<file path="config.mk">
export PLATFORM = sky130hd
export DESIGN_NAME = fvnh_div_pipe
export DESIGN_NICKNAME = d
export VERILOG_FILES = /design/src/rtl/fvnh_div_pipe.sv
export SDC_FILE = /design/constraint.sdc
export NUM_CORES = 1
export LEC_CHECK = 0
export ABC_AREA = 1
export BUFFER_PORTS_ARGS = -buffer_cell sky130_fd_sc_hd__buf_2
export CAP_MARGIN = 20
export CORE_AREA = 2 2 114 116
export CTS_CLUSTER_SIZE = 24
export DETAILED_ROUTE_END_ITERATION = 8
export DIE_AREA = 0 0 116 118
export SLEW_MARGIN = 30
export SYNTH_ARGS = -nofsm -noshare
export SYNTH_HDL_FRONTEND = slang
export SYNTH_SLANG_ARGS = --single-unit
export TNS_END_PERCENT = 1
</file>
<file path="constraint.sdc">
create_clock -name clock -period 2.45 [get_ports clock]
set_input_delay 0.735 -clock clock [delete_from_list [all_inputs] [get_ports clock]]
set_output_delay 0.735 -clock clock [all_outputs]
set_load 0.01 [all_outputs]
</file>
<file path="src/rtl/fvnh_div_pipe.sv">
// ----------------------------------------------------------------------------
// fvnh_div_pipe
// Pipelined restoring divider, one quotient bit per stage, several lanes
// sharing one divisor, with a side-band vector travelling alongside.
// ----------------------------------------------------------------------------
`default_nettype none

module fvnh_div_pipe #(
   parameter int LANES  = 1,
   parameter int NUM_W  = 8,
   parameter int DEN_W  = 4,
   parameter int SIDE_W = 1
) (
   input  wire logic                             clock,
   input  wire logic                             reset,
   input  wire logic                             advance,
   input  wire logic                             in_valid,
   input  wire logic [LANES-1:0][NUM_W-1:0]      num,
   input  wire logic [DEN_W-1:0]                 den,
   input  wire logic [SIDE_W-1:0]                side_in,
   output logic                                  out_valid,
   output logic [LANES-1:0][NUM_W-1:0]           quo,
   output logic [SIDE_W-1:0]                     side_out
);

   localparam int STEPS = NUM_W;

   logic [STEPS-1:0]                 valid_ff;
   logic [LANES-1:0][DEN_W-1:0]      rem_ff  [STEPS];
   logic [LANES-1:0][NUM_W-1:0]      work_ff [STEPS];
   logic [SIDE_W-1:0]                side_ff [STEPS];

   for (genvar i = 0; i < STEPS; i++) begin : g_step
      logic                            src_valid;
      logic [LANES-1:0][DEN_W-1:0]     src_rem;
      logic [LANES-1:0][NUM_W-1:0]     src_work;
      logic [SIDE_W-1:0]               src_side;
      logic [LANES-1:0][DEN_W-1:0]     rem_in;
      logic [LANES-1:0][NUM_W-1:0]     work_in;

      if (i == 0) begin : g_first
         assign src_valid = in_valid;
         assign src_rem   = '0;
         assign src_work  = num;
         assign src_side  = side_in;
      end else begin : g_next
         assign src_valid = valid_ff[i-1];
         assign src_rem   = rem_ff[i-1];
         assign src_work  = work_ff[i-1];
         assign src_side  = side_ff[i-1];
      end

      // bring down the next dividend bit and try the subtraction
      always_comb begin
         logic [DEN_W:0] trial;
         logic           fits;
         for (int l = 0; l < LANES; l++) begin
            trial = {src_rem[l], src_work[l][NUM_W-1]};
            fits  = (trial >= {1'b0, den});
            if (fits) begin
               rem_in[l] = DEN_W'(trial - {1'b0, den});
            end else begin
               rem_in[l] = trial[DEN_W-1:0];
            end
            work_in[l] = {src_work[l][NUM_W-2:0], fits};
         end
      end

      // advance the stage
      always_ff @(posedge clock) begin
         if (reset) begin
            valid_ff[i] <= 1'b0;
         end else if (advance) begin
            valid_ff[i] <= src_valid;
         end
      end

      always_ff @(posedge clock) begin
         if (advance) begin
            rem_ff[i]  <= rem_in;
            work_ff[i] <= work_in;
            side_ff[i] <= src_side;
         end
      end
   end

   assign out_valid = valid_ff[STEPS-1];
   assign quo       = work_ff[STEPS-1];
   assign side_out  = side_ff[STEPS-1];

endmodule

`default_nettype wire

</file>
# ---- Yosys cells after proc, flatten, opt, wreduce, memory -nomap -nowiden
# Memory sizes are Yosys's and may differ from the RTL's.
# Index checks and enable logic that the tools add are counted.
dict set report totals {
  reg_bits 8
  ram_bits 104
  in_bits 17
  output_inout_bits 10
  n_memories 3
}
dict set report classes {
  n_addsub 8
  magnitude_cmp 8
  n_mux 10
}
# memory depth width read_ports rd_clocked_by_memory_dff wr line
set memory_table {}
lappend memory_table {work_ff 8 8 8 0 8 30} ;# logic [LANES-1:0][NUM_W-1:0] work_ff [STEPS];
lappend memory_table {rem_ff 8 4 7 0 8 29} ;# logic [LANES-1:0][DEN_W-1:0] rem_ff [STEPS];
lappend memory_table {side_ff 8 1 8 0 8 31} ;# logic [SIDE_W-1:0] side_ff [STEPS];
# operator n
set op_table {}
lappend op_table {{$ge 5x4->1} 7}
lappend op_table {{$mux 4} 8}
lappend op_table {{$sub 4x4->4} 7}
lappend op_table {{$ge 1x4->1} 1}
lappend op_table {{$sub 1x4->4} 1}
lappend op_table {{$mux 1} 2}

# ---- Depth between registers and ports, before layout
# Gate-level depths: netlist of the first run.
# An unclocked memory read counts as a cell.
dict set report depth {
  word_depth 3
  mapped_depth 10
  depth_no_buf 10
}

# ---- Worst setup path before layout of the first run
# OpenSTA, ideal clock, no wires.
dict set report synth_timing {
  path_type {input to register}
  startpoint {in den[2]}
  endpoint {mem rem_ff[5][2] (netlist bit), data pin}
  arrival_ns 1.705
  setup_slack_ns 0.493
  path_stages 8
  n_path_buf 0
  cell_sequence {inv_1 -> ha_1 -> a21oi_1 -> nand2_1 -> nand2_4 -> nand2_4 -> nand2_1 -> nand2_1}
}
# element line
set synth_lines {}
lappend synth_lines {{start: declaration} 19} ;# input wire logic [DEN_W-1:0] den,
lappend synth_lines {{end: declaration} 29}

==> results of run 1 <==
[kinds of logic (layout without fill, tap and decap cells)]
logic type	Yosys count	in the layout	share of synthesized area, %
compound gates	17	17	1.746
xor+xnor	6	6	1.078
fa+ha+maj	36	36	10.17
buf+inv	54	101	4.185
flops	108	108	64.90
simple gates	167	167	17.92
[per-layer routing]
layer  GRT usage (%)  share of wire, %  vias up
met4           4.241               1.8        0
met1           14.78                47     1258
met2           19.41                47       34
met3           4.634               4.2       11
met5               0                 0        -
li1                -                 -     1395
[per-stage QoR]
| stage | cell area, µm² | hold slack [ns] | setup slack, ns |
|---|---|---|---|
| floorplan | 4873 | 0.4003 | 0.4926 |
| global placement | 5290 | 0.4012 | 0.09217 |
| detailed placement | 5290 | 0.4045 | 0.07449 |
| CTS | 5613 | 0.4173 | 0.4480 |
| global route | 5613 | 0.4257 | 0.3091 |
| finish | 5613 | 0.4187 | 0.4504 |
[Yosys cell counts]
cell type	count	share of area, %
or2_4	6	1.1
o21ai_0	2	0.21
nand3b_1	6	0.92
ha_1	30	7.7
xnor2_1	6	1.1
buf_1	1	0.077
nand2_4	7	1.6
dfxtp_1	8	3.3
inv_1	52	4.0
nand3_1	25	2.6
fa_1	6	2.5
buf_2	1	0.10
edfxtp_1	100	62
nor2_4	12	2.8
a21oi_1	15	1.5
nand4_1	3	0.39
nand2_1	88	6.8
nor2_1	15	1.2
nand2_2	5	0.64
[flip-flops by register name, indices dropped and copies added (netlist names)]
signal and count:
work_ff 64, g_step.src_valid 7, out_valid 1, rem_ff 28, side_ff 8
[critical path, delay by kind of cell]
kind	cells	cell delay, ns
fa+ha+maj	1	0.35
simple gates	5	0.39
buf+inv	2	0.40
compound gates	1	0.23
[power groups by stage]
stage / Combinational [mW] / Sequential (mW) / Clock, mW
after floorplan: 0.728 / 2.40 / 0
after global placement: 0.923 / 2.41 / 0
after detailed placement: 0.955 / 2.41 / 0
after CTS: 0.960 / 2.37 / 1.61
after global routing: 1.09 / 2.39 / 1.68
final: 0.947 / 2.37 / 1.55
[cell type report]
cell class                 count  share of cell area (%)
sequential                   108                   56.35
multi-input combinational    226                   26.84
clock buffer                   9                   4.012
tap                          172                   3.834
timing repair buffer          33                   3.745
inverter                      52                   3.477
clock inverter                 7                   1.739
[how the worst max path moves through the flow]
stage,endpoint,cells after the start,from
2_1_floorplan,rem_ff[5][2],8,den[2]
3_3_place_gp,rem_ff[5][2],9,den[2]
4_1_cts,rem_ff[5][2],9,den[2]
3_5_place_dp,rem_ff[5][2],9,den[2]
5_1_grt,rem_ff[4][1],9,den[2]
6_report,rem_ff[5][2],9,den[2]
==> summary.md, run 1 <==
| Metric | Value |
|---|---|
| Row count | 41 |
| Tot Pwr | 4.871 mW |
| Yosys warns | 0 |
| Worst-case reg-to-reg path depth | 7 |
| Vias | 2698 |
| CTS tree | built |
| DR pass1 iterations | 4 |
| FMAX | 0.5001 GHz |
| IO Port Bufs | 26 |
| Post-Syn Area per Cell | 12.56 µm² |
| Hold path depth | 0 |
| Final design utilization | 45.21% |
| Vias in the first global route | 2650 |
| Final #Nets | 483 |
| Post-Syn Area | 4873 µm² |
| Final WL | 7.309 mm |
| Slowest stage delay, CP | 0.35 ns |
| Worst setup EP type | flop |
| Hold buffers post-CTS | 0 |
| Distinct cell type count after synthesis | 19 |
| Tmin final | 2.000 ns |
| DIE AREA | 13690 µm² |
| WL/cell | 12.04 µm |
| First-pass GRT wire length | 12.42 mm |
| Routed Antenna Nets | 0 |
| Worst Max-Slew Pin Slew | 0.3978 ns |
| Cell Count, Final, Fillers Out | 607 |
| Filler cells | 1140 |
| # clock sinks | 108 |
| Setup-failing EPs final | 0 |
| Register area share after synthesis | 64.90% |
| Commonest non-fill, non-tap cell in the layout | edfxtp_1 |
| Hold EP | work_ff[0][22] |
| # resized after CTS | 0 |
| Setup TNS | 0 ns |
| Hold Startpoint | work_ff[0][13] |
| HP Class | reg -> reg |
| RSZ-0062 raised after global routing | false |
| Critical path's slowest cell | ha_1 |
| Run status | completed |
| Logic pwr share | 19.4% |
| Post-CTS repair timing setup buffer count | 0 |
| CP arrival | 2.11 ns |
| Largest net degree at the start of global routing | 32 |
| Initial core utilization | 39.26% |
| GR Overflow Total | 0 |
| Reg-to-reg slack, setup | 0.83 ns |
| Cell area power density | 867.8 nW/µm² |
| Vias/cell | 4.445 |
| Reg2reg end | rem_ff[5][2] |
| Area grow syn2layout | 15.17% |
| GRT Overall Usage | 12.08% |
| CP required | 2.56 ns |
| Post-Synthesis Cells | 388 |
| Final Max Tran Viols | 0 |
| Sw Share | 26.56% |
| Synthesized flop and latch total | 108 |
| Final Wtd Congestion | 0.8346 |
| Psw | 1.294 mW |
| Worst-path clk slew | 0.07 ns |
| Multi-input logic area | 1506 µm² |
| Clock power share | 31.9% |
| Sequential power share | 48.7% |
| Worst-path fanout max | 8 |
| Most frequent cells in the layout | edfxtp_1 (100), nand2_1 (88), inv_1 (52) |
| Core region area | 12410 µm² |
| Max H-tree Level | 3 |
| Clock Latency Late Sink | 0.35 ns |
| FF+latch area | 3163 µm² |
| Relative slew slack | 73.45% |
| Maximum vdd drop | 0.0003713 V |
| DR iter-0 viols | 142 |
| Syn nets | 441 |
| Die span in y | 118 µm |
| Number of max-cap violations | 0 |
| # IOs | 27 |
| Internal power | 3.577 mW |
| CTS Buf Count | 9 |
| Most common cell on crit path | nand2_1 |
| Clk_skew | 0.006831 ns |
| Longest Clk Path Bufs | 2 |
| CP startpoint kind | primary input |
| Root Driver | clkbuf_16 |
| Post-route DRC violation count | 0 |
| R2r startpoint | rem_ff[4][1] |
| Initial antenna violation count | 0 |
| Die Wd | 116 µm |
| Worst path cell trace | buf_2, inv_1, ha_1, a21oi_1, nand2_1, nand2_4, nand2_4, nand2_1, nand2_1 |
| Pleak | 2.345 nW |
| ANT cells | 0 |
| Critical path class | in -> reg |
| Placed cell count | 591 |
| Period Utilization, post-route | 81.62% |
| HPWL Detailed | 5.069 mm |
| Layout cells sized above 1 | 17.93% |
| Final Hold Viols | 0 |
No activity file was read; power rests on OpenSTA's default activity.
==> run 2: changes to the inputs <==
==> constraint.sdc (replaced) <==
create_clock -name clock -period 1.7 [get_ports clock]
set_input_delay 0.51 -clock clock [delete_from_list [all_inputs] [get_ports clock]]
set_output_delay 0.51 -clock clock [all_outputs]
set_load 0.01 [all_outputs]
==> summary.md, run 2 (synthesis gave the netlist of run 1 again) <==
| Metric | Value |
|---|---|
| Row count | 41 (unchanged) |
| Vias | 2843 (+5.4%) |
| Final WL | 7.665 mm (+4.9%) |
| Worst setup EP type | flop |
| Vias in the first global route | 2861 (+8.0%) |
| DIE AREA | 13690 µm² (unchanged) |
| Worst path cell trace | buf_2, inv_1, buf_12, ha_1, nand3_1, nand2_1, nand2_2, buf_4, nand3_1, nand2_1 |
| ANT cells | 0 (unchanged) |
| Hold slack | 0.3309 ns (-0.08778 ns) |
| Period Utilization, post-route | 94.83% |
| Commonest non-fill, non-tap cell in the layout | edfxtp_1 |
| Die span in y | 118 µm (unchanged) |
| Root Driver | clkbuf_16 |
| Regs by FF count | work_ff (64), rem_ff (28), side_ff (8) |
| Core region area | 12410 µm² (unchanged) |
| Final #Nets | 511 (+5.8%) |
| Critical path buffer and inverter count | 4 (+2) |
| CP startpoint kind | primary input |
| Setup TNS | 0 ns (unchanged) |
| Tot Pwr | 6.927 mW (+42%) |
| Reg2reg end | rem_ff[2][1] |
| # IOs | 27 (unchanged) |
| Pleak | 2.472 nW (+5.4%) |
| Levels on crit path | 10 (+1) |
| CTS tree | built |
| IO Port Bufs | 26 (unchanged) |
| Max reg flops | 64 (unchanged) |
| Hold Startpoint | num[5] |
| HP Class | in -> reg |
| Top reg by flops | work_ff |
| WL/cell | 12.07 µm (+0.25%) |
| Run status | completed |
| Longest Clk Path Bufs | 2 (unchanged) |
| Final Wtd Congestion | 0.8098 (-3.0%) |
| Filler cells | 1135 (-0.44%) |
| Routed Antenna Nets | 0 (unchanged) |
| Most frequent cells in the layout | edfxtp_1 (100), nand2_1 (88), inv_1 (52) |
| Critical path class | in -> reg |
| Worst-path clk slew | 0.07 ns (about the same) |
| DR pass1 iterations | 4 (unchanged) |
| Vias/cell | 4.477 (+0.73%) |
| Slowest stage delay, CP | 0.35 ns (about the same) |
| # clock sinks | 108 (unchanged) |
| HPWL Detailed | 5.296 mm (+4.5%) |
| Worst-case reg-to-reg path depth | 7 (unchanged) |
| Final Hold Viols | 0 (unchanged) |
| Largest net degree at the start of global routing | 30 (-6.3%) |
| FMAX | 0.6203 GHz |
| Die Wd | 116 µm (unchanged) |
| Tmin final | 1.612 ns |
| Worst-path fanout max | 8 (unchanged) |
| Initial antenna violation count | 0 (unchanged) |
| Clock Latency Late Sink | 0.35 ns (about the same) |
| Critical Path Sink | rem_ff[1][0] |
| CTS Buf Count | 9 (unchanged) |
| RSZ-0062 raised after global routing | false |
| R2r startpoint | rem_ff[1][1] |
| Layout cells sized above 1 | 23.11% (+5.2 points) |
| Post-route DRC violation count | 0 (unchanged) |
| Critical path's slowest cell | ha_1 |
| Final WS setup | 0.08786 ns (-0.3625 ns) |
| Final Max Tran Viols | 0 (unchanged) |
| Area grow syn2layout | 19.77% |
| Worst Max-Slew Pin Slew | 0.3535 ns (-0.04434 ns) |
| CP required | 1.80 ns (-0.76 ns) |
| Post-place setup slack | -0.2662 ns (-0.3407 ns) |
| GR Overflow Total | 0 (unchanged) |
| GRT Overall Usage | 12.52% (+0.44 points) |
| Setup-failing EPs final | 0 (unchanged) |
| Maximum vdd drop | 0.0005709 V (+54%) |
| Crit. Startpoint | den[2] |
| Number of max-cap violations | 0 (unchanged) |
| Clk_skew | 0.01044 ns (+0.003611 ns) |
| Max H-tree Level | 3 (unchanged) |
| CP arrival | 1.72 ns (-0.39 ns) |
| First-pass GRT wire length | 12.92 mm (+4.0%) |
| DR iter-0 viols | 76 (-46%) |
| Initial core utilization | 39.26% (unchanged) |
| Reg-to-reg slack, setup | 0.10 ns (-0.73 ns) |
| Cell area power density | 1187 nW/µm² (+37%) |
| Relative slew slack | 76.43% (+3.0 points) |
| Crit path max-delay family | simple AND/OR/NAND/NOR gates |
## run 2: cell count changes in the layout (fill, tap and decap cells not counted), sizes merged
cell	before	now
bufinv	2	0
buf	33	61
clkbuf	9	11
## run 2: cell type report
cell class / instances / area [µm²] / area share (%)
inverters: 52 / 195.2 / 3.344
well taps: 172 / 215.2 / 3.687
multi-input cells: 226 / 1526 / 26.15
clock buffers: 11 / 232.7 / 3.987
repair buffers: 61 / 470.5 / 8.060
clock inverters: 5 / 33.78 / 0.5788
flip-flops and latches: 108 / 3163 / 54.19
## run 2: per-layer routing
metal	wire length (µm)	part of all wire (%)	GRT usage [%]
met2	3752	49	20.94
met3	231	3.0	2.987
met1	3505	46	14.88
met4	176	2.3	6.324
met5	0	0	0
## run 2: worst min path at each step
| stage | end | slack (ns) | cells past startpoint |
|---|---|---|---|
| after floorplan | side_ff[0][1] | 0.40 | 0 |
| after detailed placement | side_ff[0][2] | 0.40 | 0 |
| final | work_ff[0][6] | 0.33 | 1 |
| after global routing | work_ff[0][5] | 0.32 | 1 |
| after CTS | work_ff[0][6] | 0.32 | 1 |
| after global placement | work_ff[0][18] | 0.40 | 0 |
## run 2: stage by stage
step                area [µm²]  util, %  instances
floorplan                 4873        -        388
global placement          5550    44.71        619
detailed placement        5550    44.71        619
CTS                       5817    46.86        635
global route              5837    47.02        635
finish                    5837    47.02        635
## run 2: where the power goes
part	total (mW)	switching, mW	leakage, nW	internal [mW]
logic	1.58	0.858	1.31	0.725
clock network	1.92	0.920	0.128	0.998
registers	3.43	0.119	1.04	3.31
total	6.93	1.90	2.47	5.03
## run 2: repair_timing
item	CTS	global route
resized for setup	0	3
setup endpoints to repair	0	9
buffers inserted	0	0
hold buffers	0	0
==> run 3: changes to the inputs <==
--- a/config.mk
+++ b/config.mk
@@ -5,13 +5,13 @@
 export SDC_FILE = /design/constraint.sdc
 export NUM_CORES = 1
 export LEC_CHECK = 0
-export ABC_AREA = 1
 export BUFFER_PORTS_ARGS = -buffer_cell sky130_fd_sc_hd__buf_2
 export CAP_MARGIN = 20
-export CORE_AREA = 2 2 114 116
+export CORE_AREA = 2 2 111 113
 export CTS_CLUSTER_SIZE = 24
 export DETAILED_ROUTE_END_ITERATION = 8
-export DIE_AREA = 0 0 116 118
+export DIE_AREA = 0 0 113 115
+export SKIP_CTS_REPAIR_TIMING = 1
 export SLEW_MARGIN = 30
 export SYNTH_ARGS = -nofsm -noshare
 export SYNTH_HDL_FRONTEND = slang
==> summary.md, run 3 <==
| Metric | Value |
|---|---|
| Crit. Startpoint | den[1] |
| DIE AREA | 13000 µm² (-5.1%) |
| Die Wd | 113 µm (-2.6%) |
| CP required | 1.81 ns (about the same) |
| DR pass1 iterations | 6 (+2) |
| ANT cells | 0 (unchanged) |
| RSZ-0062 raised after global routing | true |
| Worst Max-Slew Pin Slew | 0.2713 ns (-0.08223 ns) |
| Sequential power share | 48.6% (-0.9 points) |
| HPWL Detailed | 4.951 mm (-6.5%) |
| HP Class | in -> reg |
| # clock sinks | 108 (unchanged) |
| CTS Buf Count | 9 (unchanged) |
| Synth top area share | 64.79% (+3.2 points) |
| Hold Startpoint | num[5] |
| Period Utilization, post-route | 98.61% (+3.8 points) |
| Core region area | 11810 µm² (-4.9%) |
| CP startpoint kind | primary input |
| Final Hold Viols | 0 (unchanged) |
| Top reg by flops | work_ff |
| Critical path class | in -> reg |
| Critical path's slowest cell | mux2_4 |
| Cell area power density | 1214 nW/µm² (+2.3%) |
| Post-Synthesis Cells | 300 (-23%) |
| Final WS setup | 0.02359 ns (-0.06428 ns) |
| Final #Nets | 424 (-17%) |
| First-pass GRT wire length | 12.13 mm (-6.1%) |
| Post-synth EDFFs | 100 (unchanged) |
| Worst path cell trace | buf_4, clkinvlp_4, buf_12, ha_4, nand2b_1, a21oi_2, nor2_4, mux2_4 |
| Syn nets | 353 (-20%) |
| Vias/cell | 4.739 (+5.9%) |
| Max H-tree Level | 3 (unchanged) |
| Commonest non-fill, non-tap cell in the layout | edfxtp_1 |
| WL/cell | 14.15 µm (+17%) |
| Root Driver | clkbuf_16 |
| Psw | 1.705 mW (-10%) |
| Run status | finished, violations left |
| Relative slew slack | 81.91% (+5.5 points) |
| Setup TNS | 0 ns (unchanged) |
| Row count | 40 (-2.4%) |
| Filler cells | 1039 (-8.5%) |
| Clock power share | 32.0% (+4.3 points) |
| Pleak | 2.235 nW (-9.6%) |
| Number of max-cap violations | 0 (unchanged) |
| FMAX | 0.5965 GHz (-3.8%) |
| Critical path buffer and inverter count | 3 (-1) |
| IO Port Bufs | 26 (unchanged) |
| Slowest stage delay, CP | 0.30 ns (-0.05 ns) |
| Most used DFF post-synth | edfxtp_1 |
| Max reg flops | 64 (unchanged) |
| Synth area leader | edfxtp_1 |
| Failing checks | design-rule violations |
| Tot Pwr | 6.964 mW (+0.54%) |
| Final Max Tran Viols | 0 (unchanged) |
| Regs by FF count | work_ff (64), rem_ff (28), side_ff (8) |
| Setup-failing EPs final | 0 (unchanged) |
| Post-Syn Area | 4634 µm² (-4.9%) |
| GR Overflow Total | 0 (unchanged) |
| Initial antenna violation count | 0 (unchanged) |
| Distinct cell type count after synthesis | 25 (+6) |
| CP arrival | 1.78 ns (+0.06 ns) |
| Area grow syn2layout | 23.81% |
| Initial core utilization | 39.24% (about the same) |
| Internal power | 5.259 mW (+4.5%) |
| Synth cell count leaders | edfxtp_1 (100), nor2_1 (33), ha_1 (30), inv_1 (25), mux2i_1 (20) |
| Vias in the first global route | 2544 (-11%) |
| Clock Latency Late Sink | 0.35 ns (about the same) |
| DR iter-0 viols | 117 (+54%) |
| Routed Antenna Nets | 0 (unchanged) |
| Die span in y | 115 µm (-2.5%) |
| Layout cells sized above 1 | 29.60% (+6.5 points) |
| Top-count cell post-synth | edfxtp_1 |
| Final Wtd Congestion | 0.8285 (+2.3%) |
| Largest net degree at the start of global routing | 53 (+77%) |
| Tmin final | 1.676 ns (+0.06428 ns) |
| Synthesized flop and latch total | 108 (unchanged) |
| # IOs | 27 (unchanged) |
| Post-route DRC violation count | 3 (+3) |
| Hold slack | 0.3282 ns (-0.002698 ns) |
| GRT Overall Usage | 12.42% (-0.097 points) |
| R2r startpoint | rem_ff[4][1] |
| Maximum vdd drop | 0.0005132 V (-10%) |
| Vias | 2474 (-13%) |
| Logic pwr share | 19.3% (-3.6 points) |
| Top cells by area, synth | edfxtp_1 (65%), ha_1 (8.1%), mux2i_1 (4.3%) |
| Crit path max-delay family | buffers and inverters |
| Post-Syn Area per Cell | 15.45 µm² (+23%) |
| Register area share after synthesis | 68.25% (+3.3 points) |
| Longest Clk Path Bufs | 2 (unchanged) |
| Worst-path clk slew | 0.07 ns (about the same) |
| Yosys warns | 0 (unchanged) |
| Sw Share | 24.49% (-2.9 points) |
| Post-place setup slack | -0.4507 ns (-0.1845 ns) |
| Most frequent cells in the layout | edfxtp_1 (100), nor2_1 (33), buf_4 (33) |
| Clk_skew | 0.005772 ns (-0.004671 ns) |
| CTS tree | built |
| Ys async rst share | 0% (unchanged) |
| Final design utilization | 48.58% (+1.6 points) |
| Worst setup EP type | flop |
| Final WL | 7.386 mm (-3.6%) |
| Worst-path fanout max | 8 (unchanged) |
==> run 3: cell count changes after synthesis, moves of 7 or more <==
cell and delta:
nand2_1 -81, inv_1 -27, nand3_1 -25, mux2i_1 +20
nor2_1 +18, nor3_1 +12, a21oi_1 -8, nand2_4 -7
nand2b_1 +7
==> run 3: logic make-up after synthesis <==
logic type               count (synthesis)  share of synthesized area (%)
multiplexers                            26                          6.264
flip-flops                             108                          68.25
buffers and inverters                   27                          2.214
adder cells (fa/ha/maj)                 36                          10.69
AND/OR/NAND/NOR                         73                          8.019
AO/OA/AOI/OAI                           24                          3.428
XOR/XNOR                                 6                          1.134
==> run 3: power groups by stage <==
stage               Combinational (mW)  Clock [mW]  Sequential [mW]
floorplan                        0.822           0             3.40
global placement                  1.21           0             3.42
detailed placement                1.26           0             3.43
CTS                               1.27        2.31             3.38
global route                      1.50        2.40             3.42
finish                            1.34        2.23             3.39
==> run 3: path summary, 6_finish.rpt <==
kind                   end  slack [ns]  depth (start not counted)
max           rem_ff[3][2]        0.02                          8
min          work_ff[0][6]        0.33                          1
max reg2reg   rem_ff[5][2]        0.04                          5
min reg2reg  side_ff[0][1]        0.42                          0
==> run 3: area by class of cell <==
cell class / instances / area, µm² / area share, %
flip-flops and latches: 108 / 3163 / 55.12
repair buffers: 62 / 470.5 / 8.199
multi-input cells: 165 / 1509 / 26.30
clock inverters: 5 / 85.08 / 1.483
well taps: 147 / 183.9 / 3.205
inverters: 25 / 97.59 / 1.701
clock buffers: 10 / 229.0 / 3.990
==> run 3: worst reg2reg max path, stage by stage (launching register included) <==
cell and delay [ns]:
edfxtp_1 0.44, ha_1 0.34, o21ai_1 0.17, a21oi_2 0.07
nor2_4 0.11, mux2_4 0.30
==> run 3: metal layers <==
| layer | wire, µm | share of wire, % | track usage [%] | up-vias |
|---|---|---|---|---|
| met1 | 3249 | 44 | 14.43 | 1180 |
| met4 | 214 | 2.9 | 6.829 | 0 |
| li1 | - | - | - | 1236 |
| met5 | 0 | 0 | 0 | - |
| met2 | 3683 | 50 | 20.80 | 41 |
| met3 | 238 | 3.2 | 3.690 | 17 |
==> run 3: metrics by stage <==
stage,area (µm²),instances
after floorplan,4634,300
after global placement,5248,505
after detailed placement,5248,505
after CTS,5562,520
after global routing,5738,522
final,5738,522
